File: src/lrup_pkg.sv
package lrup_pkg;

  localparam int FRAMES_DEF    = 4;
  localparam int PAGE_BITS_DEF = 16;

  localparam int FIDX_W  = 2;
  localparam int FAULT_W = 16;
  localparam int CFG_W   = 3;

  localparam logic [CFG_W-1:0] FRAMES_IN_USE_RST = 3'd4;

  localparam int APB_AW = 3;
  localparam int APB_DW = 32;

  typedef enum logic [0:0] {
    REG_FRAMES_IN_USE = 1'b0
  } lrup_reg_e;

  // running lookup state along the cell row
  typedef struct packed {
    logic hit_seen;
    logic lru_seen;
  } lrup_scan_t;

  typedef struct packed {
    logic en;
    logic hit;
    logic fill;
  } lrup_upd_t;

endpackage

File: src/lrup_in_if.sv
interface lrup_in_if
  import lrup_pkg::*;
#(
  parameter int PAGE_BITS = PAGE_BITS_DEF
) ();
  logic                 valid;
  logic                 ready;
  logic [PAGE_BITS-1:0] page_number;

  modport source (output valid, output page_number, input ready);
  modport sink   (input valid, input page_number, output ready);
endinterface

File: src/lrup_out_if.sv
interface lrup_out_if
  import lrup_pkg::*;
#(
  parameter int PAGE_BITS = PAGE_BITS_DEF
) ();
  logic                 valid;
  logic                 ready;
  logic                 hit;
  logic [FIDX_W-1:0]    frame_index;
  logic                 evicted_valid;
  logic [PAGE_BITS-1:0] evicted_page;
  logic [FAULT_W-1:0]   fault_count;

  modport source (output valid, output hit, output frame_index, output evicted_valid,
                  output evicted_page, output fault_count, input ready);
  modport sink   (input valid, input hit, input frame_index, input evicted_valid,
                  input evicted_page, input fault_count, output ready);
endinterface

File: src/lrup_cfg.sv
module lrup_cfg
  import lrup_pkg::*;
(
  input  logic              clk_i,
  input  logic              rst_ni,
  input  logic              psel,
  input  logic              penable,
  input  logic              pwrite,
  input  logic [APB_AW-1:0] paddr,
  input  logic [APB_DW-1:0] pwdata,
  output logic [APB_DW-1:0] prdata,
  output logic              pready,
  output logic [CFG_W-1:0]  frames_in_use_o
);

  logic [CFG_W-1:0] frames_in_use_q, frames_in_use_d;
  lrup_reg_e        reg_sel;
  logic             wr_en;

  assign pready  = 1'b1;
  assign reg_sel = lrup_reg_e'(paddr[APB_AW-1]);
  assign wr_en   = psel && penable && pwrite && pready && (paddr[APB_AW-2:0] == '0);

  always_comb begin
    frames_in_use_d = frames_in_use_q;
    prdata          = '0;
    unique case (reg_sel)
      REG_FRAMES_IN_USE: begin
        prdata = APB_DW'(frames_in_use_q);
        if (wr_en) begin
          frames_in_use_d = pwdata[CFG_W-1:0];
        end
      end
      default: prdata = '0;
    endcase
  end

  always_ff @(posedge clk_i or negedge rst_ni) begin
    if (!rst_ni) begin
      frames_in_use_q <= FRAMES_IN_USE_RST;
    end else begin
      frames_in_use_q <= frames_in_use_d;
    end
  end

  assign frames_in_use_o = frames_in_use_q;

endmodule

File: src/lrup_cell.sv
module lrup_cell
  import lrup_pkg::*;
#(
  parameter int FRAMES    = FRAMES_DEF,
  parameter int PAGE_BITS = PAGE_BITS_DEF,
  parameter int IDX       = 0,
  localparam int RW       = (FRAMES > 1) ? $clog2(FRAMES) : 1,
  localparam int CNT_W    = $clog2(FRAMES + 1)
) (
  input  logic                 clk_i,
  input  logic                 rst_ni,
  input  lrup_scan_t           scan_i,
  output lrup_scan_t           scan_o,
  input  logic [PAGE_BITS-1:0] page_i,
  input  logic [RW-1:0]        last_rank_i,
  input  logic [RW-1:0]        hit_rank_i,
  input  logic [CNT_W-1:0]     filled_i,
  input  lrup_upd_t            upd_i,
  output logic                 hit_o,
  output logic                 sel_o,
  output logic [RW-1:0]        rank_o,
  output logic [PAGE_BITS-1:0] page_o
);

  logic                 valid_q, valid_d;
  logic [RW-1:0]        rank_q, rank_d;
  logic [PAGE_BITS-1:0] page_q;
  logic                 hit_here, lru_here, fill_here;

  assign hit_here  = valid_q && (page_q == page_i) && !scan_i.hit_seen;
  assign lru_here  = valid_q && (rank_q == last_rank_i) && !scan_i.lru_seen;
  assign fill_here = (filled_i == CNT_W'(IDX));

  assign scan_o.hit_seen = scan_i.hit_seen || hit_here;
  assign scan_o.lru_seen = scan_i.lru_seen || lru_here;

  assign sel_o  = upd_i.hit ? hit_here : (upd_i.fill ? fill_here : lru_here);
  assign hit_o  = hit_here;
  assign rank_o = rank_q;
  assign page_o = page_q;

  always_comb begin
    valid_d = valid_q;
    rank_d  = rank_q;
    if (upd_i.en) begin
      if (sel_o) begin
        valid_d = 1'b1;
        rank_d  = '0;
      end else if (valid_q && (!upd_i.hit || (rank_q < hit_rank_i))) begin
        rank_d = rank_q + RW'(1);
      end
    end
  end

  always_ff @(posedge clk_i or negedge rst_ni) begin
    if (!rst_ni) begin
      valid_q <= 1'b0;
      rank_q  <= '0;
    end else begin
      valid_q <= valid_d;
      rank_q  <= rank_d;
    end
  end

  always_ff @(posedge clk_i) begin
    if (upd_i.en && sel_o && !upd_i.hit) begin
      page_q <= page_i;
    end
  end

endmodule

File: src/lru_page_replacement.sv
// LRU page replacement over FRAMES fully associative frames. One access word is taken per
// clock cycle: every frame cell compares its page and its recency rank in the same cycle, the
// row of cells resolves the first hit and the least recent frame, and the result word is
// registered, so it appears in the cycle after the access is accepted. The input stalls only
// while a finished result is held by the output side. frames_in_use limits how many frames
// are filled before replacement starts; write it only while no access is in flight.
module lru_page_replacement
  import lrup_pkg::*;
#(
  parameter int FRAMES    = FRAMES_DEF,
  parameter int PAGE_BITS = PAGE_BITS_DEF
) (
  input  logic              clk_i,
  input  logic              rst_ni,
  lrup_in_if.sink           in_i,
  lrup_out_if.source        out_o,
  input  logic              psel,
  input  logic              penable,
  input  logic              pwrite,
  input  logic [APB_AW-1:0] paddr,
  input  logic [APB_DW-1:0] pwdata,
  output logic [APB_DW-1:0] prdata,
  output logic              pready
);

  localparam int RW    = (FRAMES > 1) ? $clog2(FRAMES) : 1;
  localparam int IDX_W = (FRAMES > 1) ? $clog2(FRAMES) : 1;
  localparam int CNT_W = $clog2(FRAMES + 1);
  localparam int LIM_W = (CNT_W > CFG_W) ? CNT_W : CFG_W;

  logic [CFG_W-1:0]     frames_in_use;
  lrup_scan_t           scan [FRAMES+1];
  logic [FRAMES-1:0]    hit_vec, sel_vec;
  logic [RW-1:0]        rank_vec [FRAMES];
  logic [PAGE_BITS-1:0] page_vec [FRAMES];

  logic [CNT_W-1:0]     filled_q, filled_d;
  logic [FAULT_W-1:0]   fault_q, fault_d;
  logic                 out_valid_q;
  logic                 out_hit_q;
  logic [FIDX_W-1:0]    out_frame_q;
  logic                 out_ev_valid_q;
  logic [PAGE_BITS-1:0] out_ev_page_q;

  logic                 accept;
  logic                 is_hit, do_fill, ev_valid;
  logic [LIM_W-1:0]     cfg_ext, limit;
  logic [RW-1:0]        last_rank, hit_rank;
  logic [IDX_W-1:0]     tgt_idx;
  logic [PAGE_BITS-1:0] ev_page;
  lrup_upd_t            upd;

  lrup_cfg u_cfg (
    .clk_i          (clk_i),
    .rst_ni         (rst_ni),
    .psel           (psel),
    .penable        (penable),
    .pwrite         (pwrite),
    .paddr          (paddr),
    .pwdata         (pwdata),
    .prdata         (prdata),
    .pready         (pready),
    .frames_in_use_o(frames_in_use)
  );

  assign in_i.ready = !out_valid_q || out_o.ready;
  assign accept     = in_i.valid && in_i.ready;

  assign cfg_ext = LIM_W'(frames_in_use);
  assign limit   = (cfg_ext == '0) ? LIM_W'(1) :
                   ((cfg_ext > LIM_W'(FRAMES)) ? LIM_W'(FRAMES) : cfg_ext);

  assign last_rank = RW'(filled_q - CNT_W'(1));
  assign is_hit    = scan[FRAMES].hit_seen;
  assign do_fill   = !is_hit && (LIM_W'(filled_q) < limit);
  assign ev_valid  = !is_hit && !do_fill;

  assign upd.en   = accept;
  assign upd.hit  = is_hit;
  assign upd.fill = do_fill;

  assign scan[0] = '0;

  for (genvar g = 0; g < FRAMES; g++) begin : g_cell
    lrup_cell #(
      .FRAMES   (FRAMES),
      .PAGE_BITS(PAGE_BITS),
      .IDX      (g)
    ) u_cell (
      .clk_i      (clk_i),
      .rst_ni     (rst_ni),
      .scan_i     (scan[g]),
      .scan_o     (scan[g+1]),
      .page_i     (in_i.page_number),
      .last_rank_i(last_rank),
      .hit_rank_i (hit_rank),
      .filled_i   (filled_q),
      .upd_i      (upd),
      .hit_o      (hit_vec[g]),
      .sel_o      (sel_vec[g]),
      .rank_o     (rank_vec[g]),
      .page_o     (page_vec[g])
    );
  end

  always_comb begin
    hit_rank = '0;
    tgt_idx  = '0;
    ev_page  = '0;
    for (int i = 0; i < FRAMES; i++) begin
      if (hit_vec[i]) begin
        hit_rank = hit_rank | rank_vec[i];
      end
      if (sel_vec[i]) begin
        tgt_idx = tgt_idx | IDX_W'(i);
        ev_page = ev_page | page_vec[i];
      end
    end
  end

  always_comb begin
    filled_d = filled_q;
    fault_d  = fault_q;
    if (accept) begin
      if (do_fill) begin
        filled_d = filled_q + CNT_W'(1);
      end
      if (!is_hit && (fault_q != '1)) begin
        fault_d = fault_q + FAULT_W'(1);
      end
    end
  end

  always_ff @(posedge clk_i or negedge rst_ni) begin
    if (!rst_ni) begin
      filled_q    <= '0;
      fault_q     <= '0;
      out_valid_q <= 1'b0;
    end else begin
      filled_q <= filled_d;
      fault_q  <= fault_d;
      if (accept) begin
        out_valid_q <= 1'b1;
      end else if (out_o.ready) begin
        out_valid_q <= 1'b0;
      end
    end
  end

  always_ff @(posedge clk_i) begin
    if (accept) begin
      out_hit_q      <= is_hit;
      out_frame_q    <= FIDX_W'(tgt_idx);
      out_ev_valid_q <= ev_valid;
      out_ev_page_q  <= ev_valid ? ev_page : '0;
    end
  end

  assign out_o.valid         = out_valid_q;
  assign out_o.hit           = out_hit_q;
  assign out_o.frame_index   = out_frame_q;
  assign out_o.evicted_valid = out_ev_valid_q;
  assign out_o.evicted_page  = out_ev_page_q;
  assign out_o.fault_count   = fault_q;

endmodule

File: src/flat_wrapper.sv
// flat-port wrapper written by rule: the top's interface ports become plain ports
module lru_page_replacement_flat import lrup_pkg::*;
#(
  parameter int FRAMES    = FRAMES_DEF,
  parameter int PAGE_BITS = PAGE_BITS_DEF
)
  (clk_i, rst_ni, psel, penable, pwrite, paddr, pwdata, prdata, pready, in_i_valid, in_i_page_number, in_i_ready, out_o_valid, out_o_hit, out_o_frame_index, out_o_evicted_valid, out_o_evicted_page, out_o_fault_count, out_o_ready);
  lrup_in_if #(.PAGE_BITS(PAGE_BITS)) in_i_i ();
  lrup_out_if #(.PAGE_BITS(PAGE_BITS)) out_o_i ();
  input  logic clk_i;
  input  logic rst_ni;
  input  logic psel;
  input  logic penable;
  input  logic pwrite;
  input  logic [APB_AW-1:0] paddr;
  input  logic [APB_DW-1:0] pwdata;
  output logic [APB_DW-1:0] prdata;
  output logic pready;
  input wire logic [$bits(in_i_i.valid)-1:0] in_i_valid;
  input wire logic [$bits(in_i_i.page_number)-1:0] in_i_page_number;
  output wire logic [$bits(in_i_i.ready)-1:0] in_i_ready;
  output wire logic [$bits(out_o_i.valid)-1:0] out_o_valid;
  output wire logic [$bits(out_o_i.hit)-1:0] out_o_hit;
  output wire logic [$bits(out_o_i.frame_index)-1:0] out_o_frame_index;
  output wire logic [$bits(out_o_i.evicted_valid)-1:0] out_o_evicted_valid;
  output wire logic [$bits(out_o_i.evicted_page)-1:0] out_o_evicted_page;
  output wire logic [$bits(out_o_i.fault_count)-1:0] out_o_fault_count;
  input wire logic [$bits(out_o_i.ready)-1:0] out_o_ready;
  assign in_i_i.valid = in_i_valid;
  assign in_i_i.page_number = in_i_page_number;
  assign in_i_ready = in_i_i.ready;
  assign out_o_valid = out_o_i.valid;
  assign out_o_hit = out_o_i.hit;
  assign out_o_frame_index = out_o_i.frame_index;
  assign out_o_evicted_valid = out_o_i.evicted_valid;
  assign out_o_evicted_page = out_o_i.evicted_page;
  assign out_o_fault_count = out_o_i.fault_count;
  assign out_o_i.ready = out_o_ready;
  lru_page_replacement #(.FRAMES(FRAMES), .PAGE_BITS(PAGE_BITS)) u_core (.clk_i(clk_i), .rst_ni(rst_ni), .in_i(in_i_i), .out_o(out_o_i), .psel(psel), .penable(penable), .pwrite(pwrite), .paddr(paddr), .pwdata(pwdata), .prdata(prdata), .pready(pready));
endmodule
File: config.mk
export PLATFORM = sky130hd
export DESIGN_NAME = lru_page_replacement_flat
export DESIGN_NICKNAME = d
export VERILOG_FILES = /design/src/lrup_pkg.sv /design/src/lrup_in_if.sv /design/src/lrup_out_if.sv /design/src/lrup_cfg.sv /design/src/lrup_cell.sv /design/src/lru_page_replacement.sv /design/src/flat_wrapper.sv
export SDC_FILE = /design/constraint.sdc
export NUM_CORES = 1
export LEC_CHECK = 0
export ABC_CLOCK_PERIOD_IN_PS = 9300
export BUFFER_PORTS_ARGS = -buffer_cell sky130_fd_sc_hd__clkbuf_2
export CORE_ASPECT_RATIO = 0.6
export CORE_UTILIZATION = 60
export DETAILED_ROUTE_END_ITERATION = 8
export PLACE_DENSITY = 0.86
export SYNTH_ARGS = -nofsm -noshare
export SYNTH_HDL_FRONTEND = slang
export SYNTH_SLANG_ARGS = --single-unit
File: constraint.sdc
create_clock -name clk_i -period 9.3 [get_ports clk_i]
set_clock_uncertainty 0.05 [all_clocks]
set_input_delay 0.465 -clock clk_i [delete_from_list [all_inputs] [get_ports clk_i]]
set_output_delay 0.465 -clock clk_i [all_outputs]
set_load 0.01 [all_outputs]
==> reports/qor.yml <==
cts_buffer_depth: 2
start_kind: "flop"
slew_headroom_pct: 24.52
netlist_top_cells_count: "84 x edfxtp_1, 58 x xnor2_1, 48 x nand2_1"
ctsResizeCount: 0
drive_above_1_share_pct: 21.00
numCtsBuffers: 17
grt_pass1_vias: 4435
yosys.cell_types.count: 61
wl_per_cell_um: 21.12
synth_area_um2: 6289
cpPeakStageDelay_ns: 0.88
final.setup.tns_ns: 0
run_status: "completed"
hp-class: "primary input to asynchronous set/reset pin"
grt_usage_pct: 31.23
critical_path_arrival_ns: 4.32
synth_area_leaders: "edfxtp_1 40%, dfrtp_1 14%, xnor2_1 8.1%, xor2_1 3.8%, buf_4 3.6%"
antennaDiodeCount: 0
p_leak_uw: 0.002909
die-area_um2: 10910
cts_sinks: 119
vdd_ir_drop_max_mv: 0.2129
syn_inst: 537
synth_edf_count: 84
die_w_um: 134.2
worstSetupPathType: "flop to flop"
port_buffers: 69
synthToLayoutAreaGrowth_pct: 15.72
rows: 28
synth_area_per_cell_um2: 11.71
final_max_slew_viol_count: 0
timing.final.hold_violations: 0
antenna_found_initial: 0
worstSetupEndpointType: "flop"
hpwlAfterDp_um: 10870
worstPathCellList: "xnor2_1 -> nand4_1 -> nor4_1 -> nand2_1 -> nand3_2 -> o211a_1 -> and2_1"
initial_core_util_pct: 62.76
clkLatencyLatePin_ns: 0.43
cpLargestDelayFamily: "simple AND/OR/NAND/NOR gates"
grt_setup_unrepaired: "no"
pwr_density_cell_nw_per_um2: 353.4
grt_pass1_wl_um: 24250
synth_area_leader_cell: "edfxtp_1"
drc: 0
critPathSlowestCell: "and2_1"
wl_um: 15930
grt_overflow_total: 0
worst_slew_pin_slew_ns: 1.132
fin_crit_sh_pct: 46.54
setup_viol: 0
yosysMostFrequentCell: "edfxtp_1"
htreeDepth: 4
ys.flop_type: "edfxtp_1"
io-pin-count: 129
ys_seq_area_share_pct: 54.06
core_area_um2: 10020
synth_seq_cells: 119
fillers: 656
yosysWarnings: 0
timing.final.crit_period_ns: 4.329
crit_buf_inv: 0
timing.hold.ws_ns: 0.1060
die_h_um: 81.30
clk_pin_slew_worst_paths_ns: 0.06
ant_nets: 0
place.gp.congestion: 0.9269
cp.required_ns: 9.29
cts_setup_buffers: 0
synth_top_area_share_pct: 40.11
fmax_mhz: 231.0
final_nets: 676
drt-initial-drc-count: 582
async_flop_share_pct: 29.41
cp_max_fo: 23
drv_cap: 0
postCtsHoldBufs: 0
drt-pass1-iter-count: 8
tritoncts: "yes"
cts_root_buf: "clkbuf_16"
via_per_inst: 6.203
vias: 4677
grt_max_degree: 36
[state kept, by name, indices dropped and copies added, names as in the netlist, 2 cells and up]
signal,count
u_core.filled_q,3
u_core.g_cell.u_cell.page_o,64
u_core.g_cell.u_cell.rank_o,8
u_core.g_cell.u_cell.valid_q,4
u_core.out_o.evicted_page,16
u_core.out_o.fault_count,16
u_core.out_o.frame_index,2
u_core.u_cfg.frames_in_use_o,3
[cells by family after synthesis]
logic type,after synthesis,share of synthesized area [%]
AND/OR/NAND/NOR,165,13.75
flip-flops,119,54.06
XOR/XNOR,85,11.84
AO/OA/AOI/OAI,81,10.82
buffers and inverters,66,5.810
adder cells (fa/ha/maj),12,2.388
multiplexers,7,1.214
other,2,0.1194
[worst paths after layout]
check                      slack (ns)  depth (start not counted)                                 to                               start
setup / recovery                 4.97                          7  u_core.g_cell[1].u_cell.page_o[0]  u_core.g_cell[2].u_cell.page_o[13]
hold / removal                   0.11                          1       u_core.out_o.fault_count[10]                              rst_ni
setup reg to reg                 4.97                          7  u_core.g_cell[1].u_cell.page_o[0]  u_core.g_cell[2].u_cell.page_o[13]
hold reg to reg                  0.45                          1        u_core.out_o.fault_count[7]         u_core.out_o.fault_count[7]
max in group asynchronous        8.53                          1  u_core.g_cell[2].u_cell.rank_o[0]                              rst_ni
min in group clk_i               0.20                          2                 u_core.out_o.valid                          in_i_valid
[cell usage in the layout, fill, tap and decap left out, types with 3 or more instances in the layout]
cell type,n
xnor2_1,58
xor2_1,27
and2_1,5
nand2_1,48
edfxtp_1,84
a31oi_1,4
a21o_1,4
or3_1,5
nor2b_1,3
nor3_1,15
a222oi_1,16
o21ai_1,3
nand2b_1,10
clkinv_2,3
nor4_1,6
nand4_1,21
mux2_2,5
nor2_1,17
inv_1,15
nand3_1,20
clkbuf_16,20
conb_1,30
o21ai_0,9
a21oi_1,18
dfrtp_1,34
buf_4,3
clkbuf_8,3
and3_1,6
ha_1,12
clkbuf_2,69
[report_power, final]
group,switching [µW],total [µW],internal (µW)
Sequential,130,907,777
Clock,246,709,463
Combinational,611,956,345
Total,987,2570,1580
[cell type report]
class / count / area [µm²] / share of cell area (%)
Inverter: 16 / 60.06 / 0.8253
Timing Repair Buffer: 72 / 367.9 / 5.055
Tap cell: 135 / 168.9 / 2.321
Clock buffer: 23 / 541.8 / 7.445
Sequential cell: 119 / 3400 / 46.72
Multi-Input combinational cell: 380 / 2633 / 36.18
Clock inverter: 9 / 106.4 / 1.461
[through the flow]
| stage | instance area, µm² | total power [µW] | std cells | utilization (%) | setup WS, ns |
|---|---|---|---|---|---|
| 3_3_place_gp | 6629 | 1790 | 722 | 66.16 | 4.853 |
| 2_1_floorplan | 6394 | 1532 | 565 | - | 6.135 |
| 5_1_grt | 7277 | 2685 | 754 | 72.63 | 4.719 |
| 4_1_cts | 7277 | 2556 | 754 | 72.63 | 4.985 |
| 6_report | 7277 | 2572 | 754 | 72.63 | 4.971 |
| 3_5_place_dp | 6629 | 1836 | 722 | 66.16 | 4.694 |
[per-layer routing]
layer  global-route usage [%]  vias to the layer above  share of wire (%)
li1                         -                     2063                  -
met1                    40.83                     2266                 41
met2                    47.36                      314                 45
met3                    11.55                       34                 12
met4                    13.15                        0                2.0
met5                        0                        -                  0
Power figures use the tool's default switching activity.
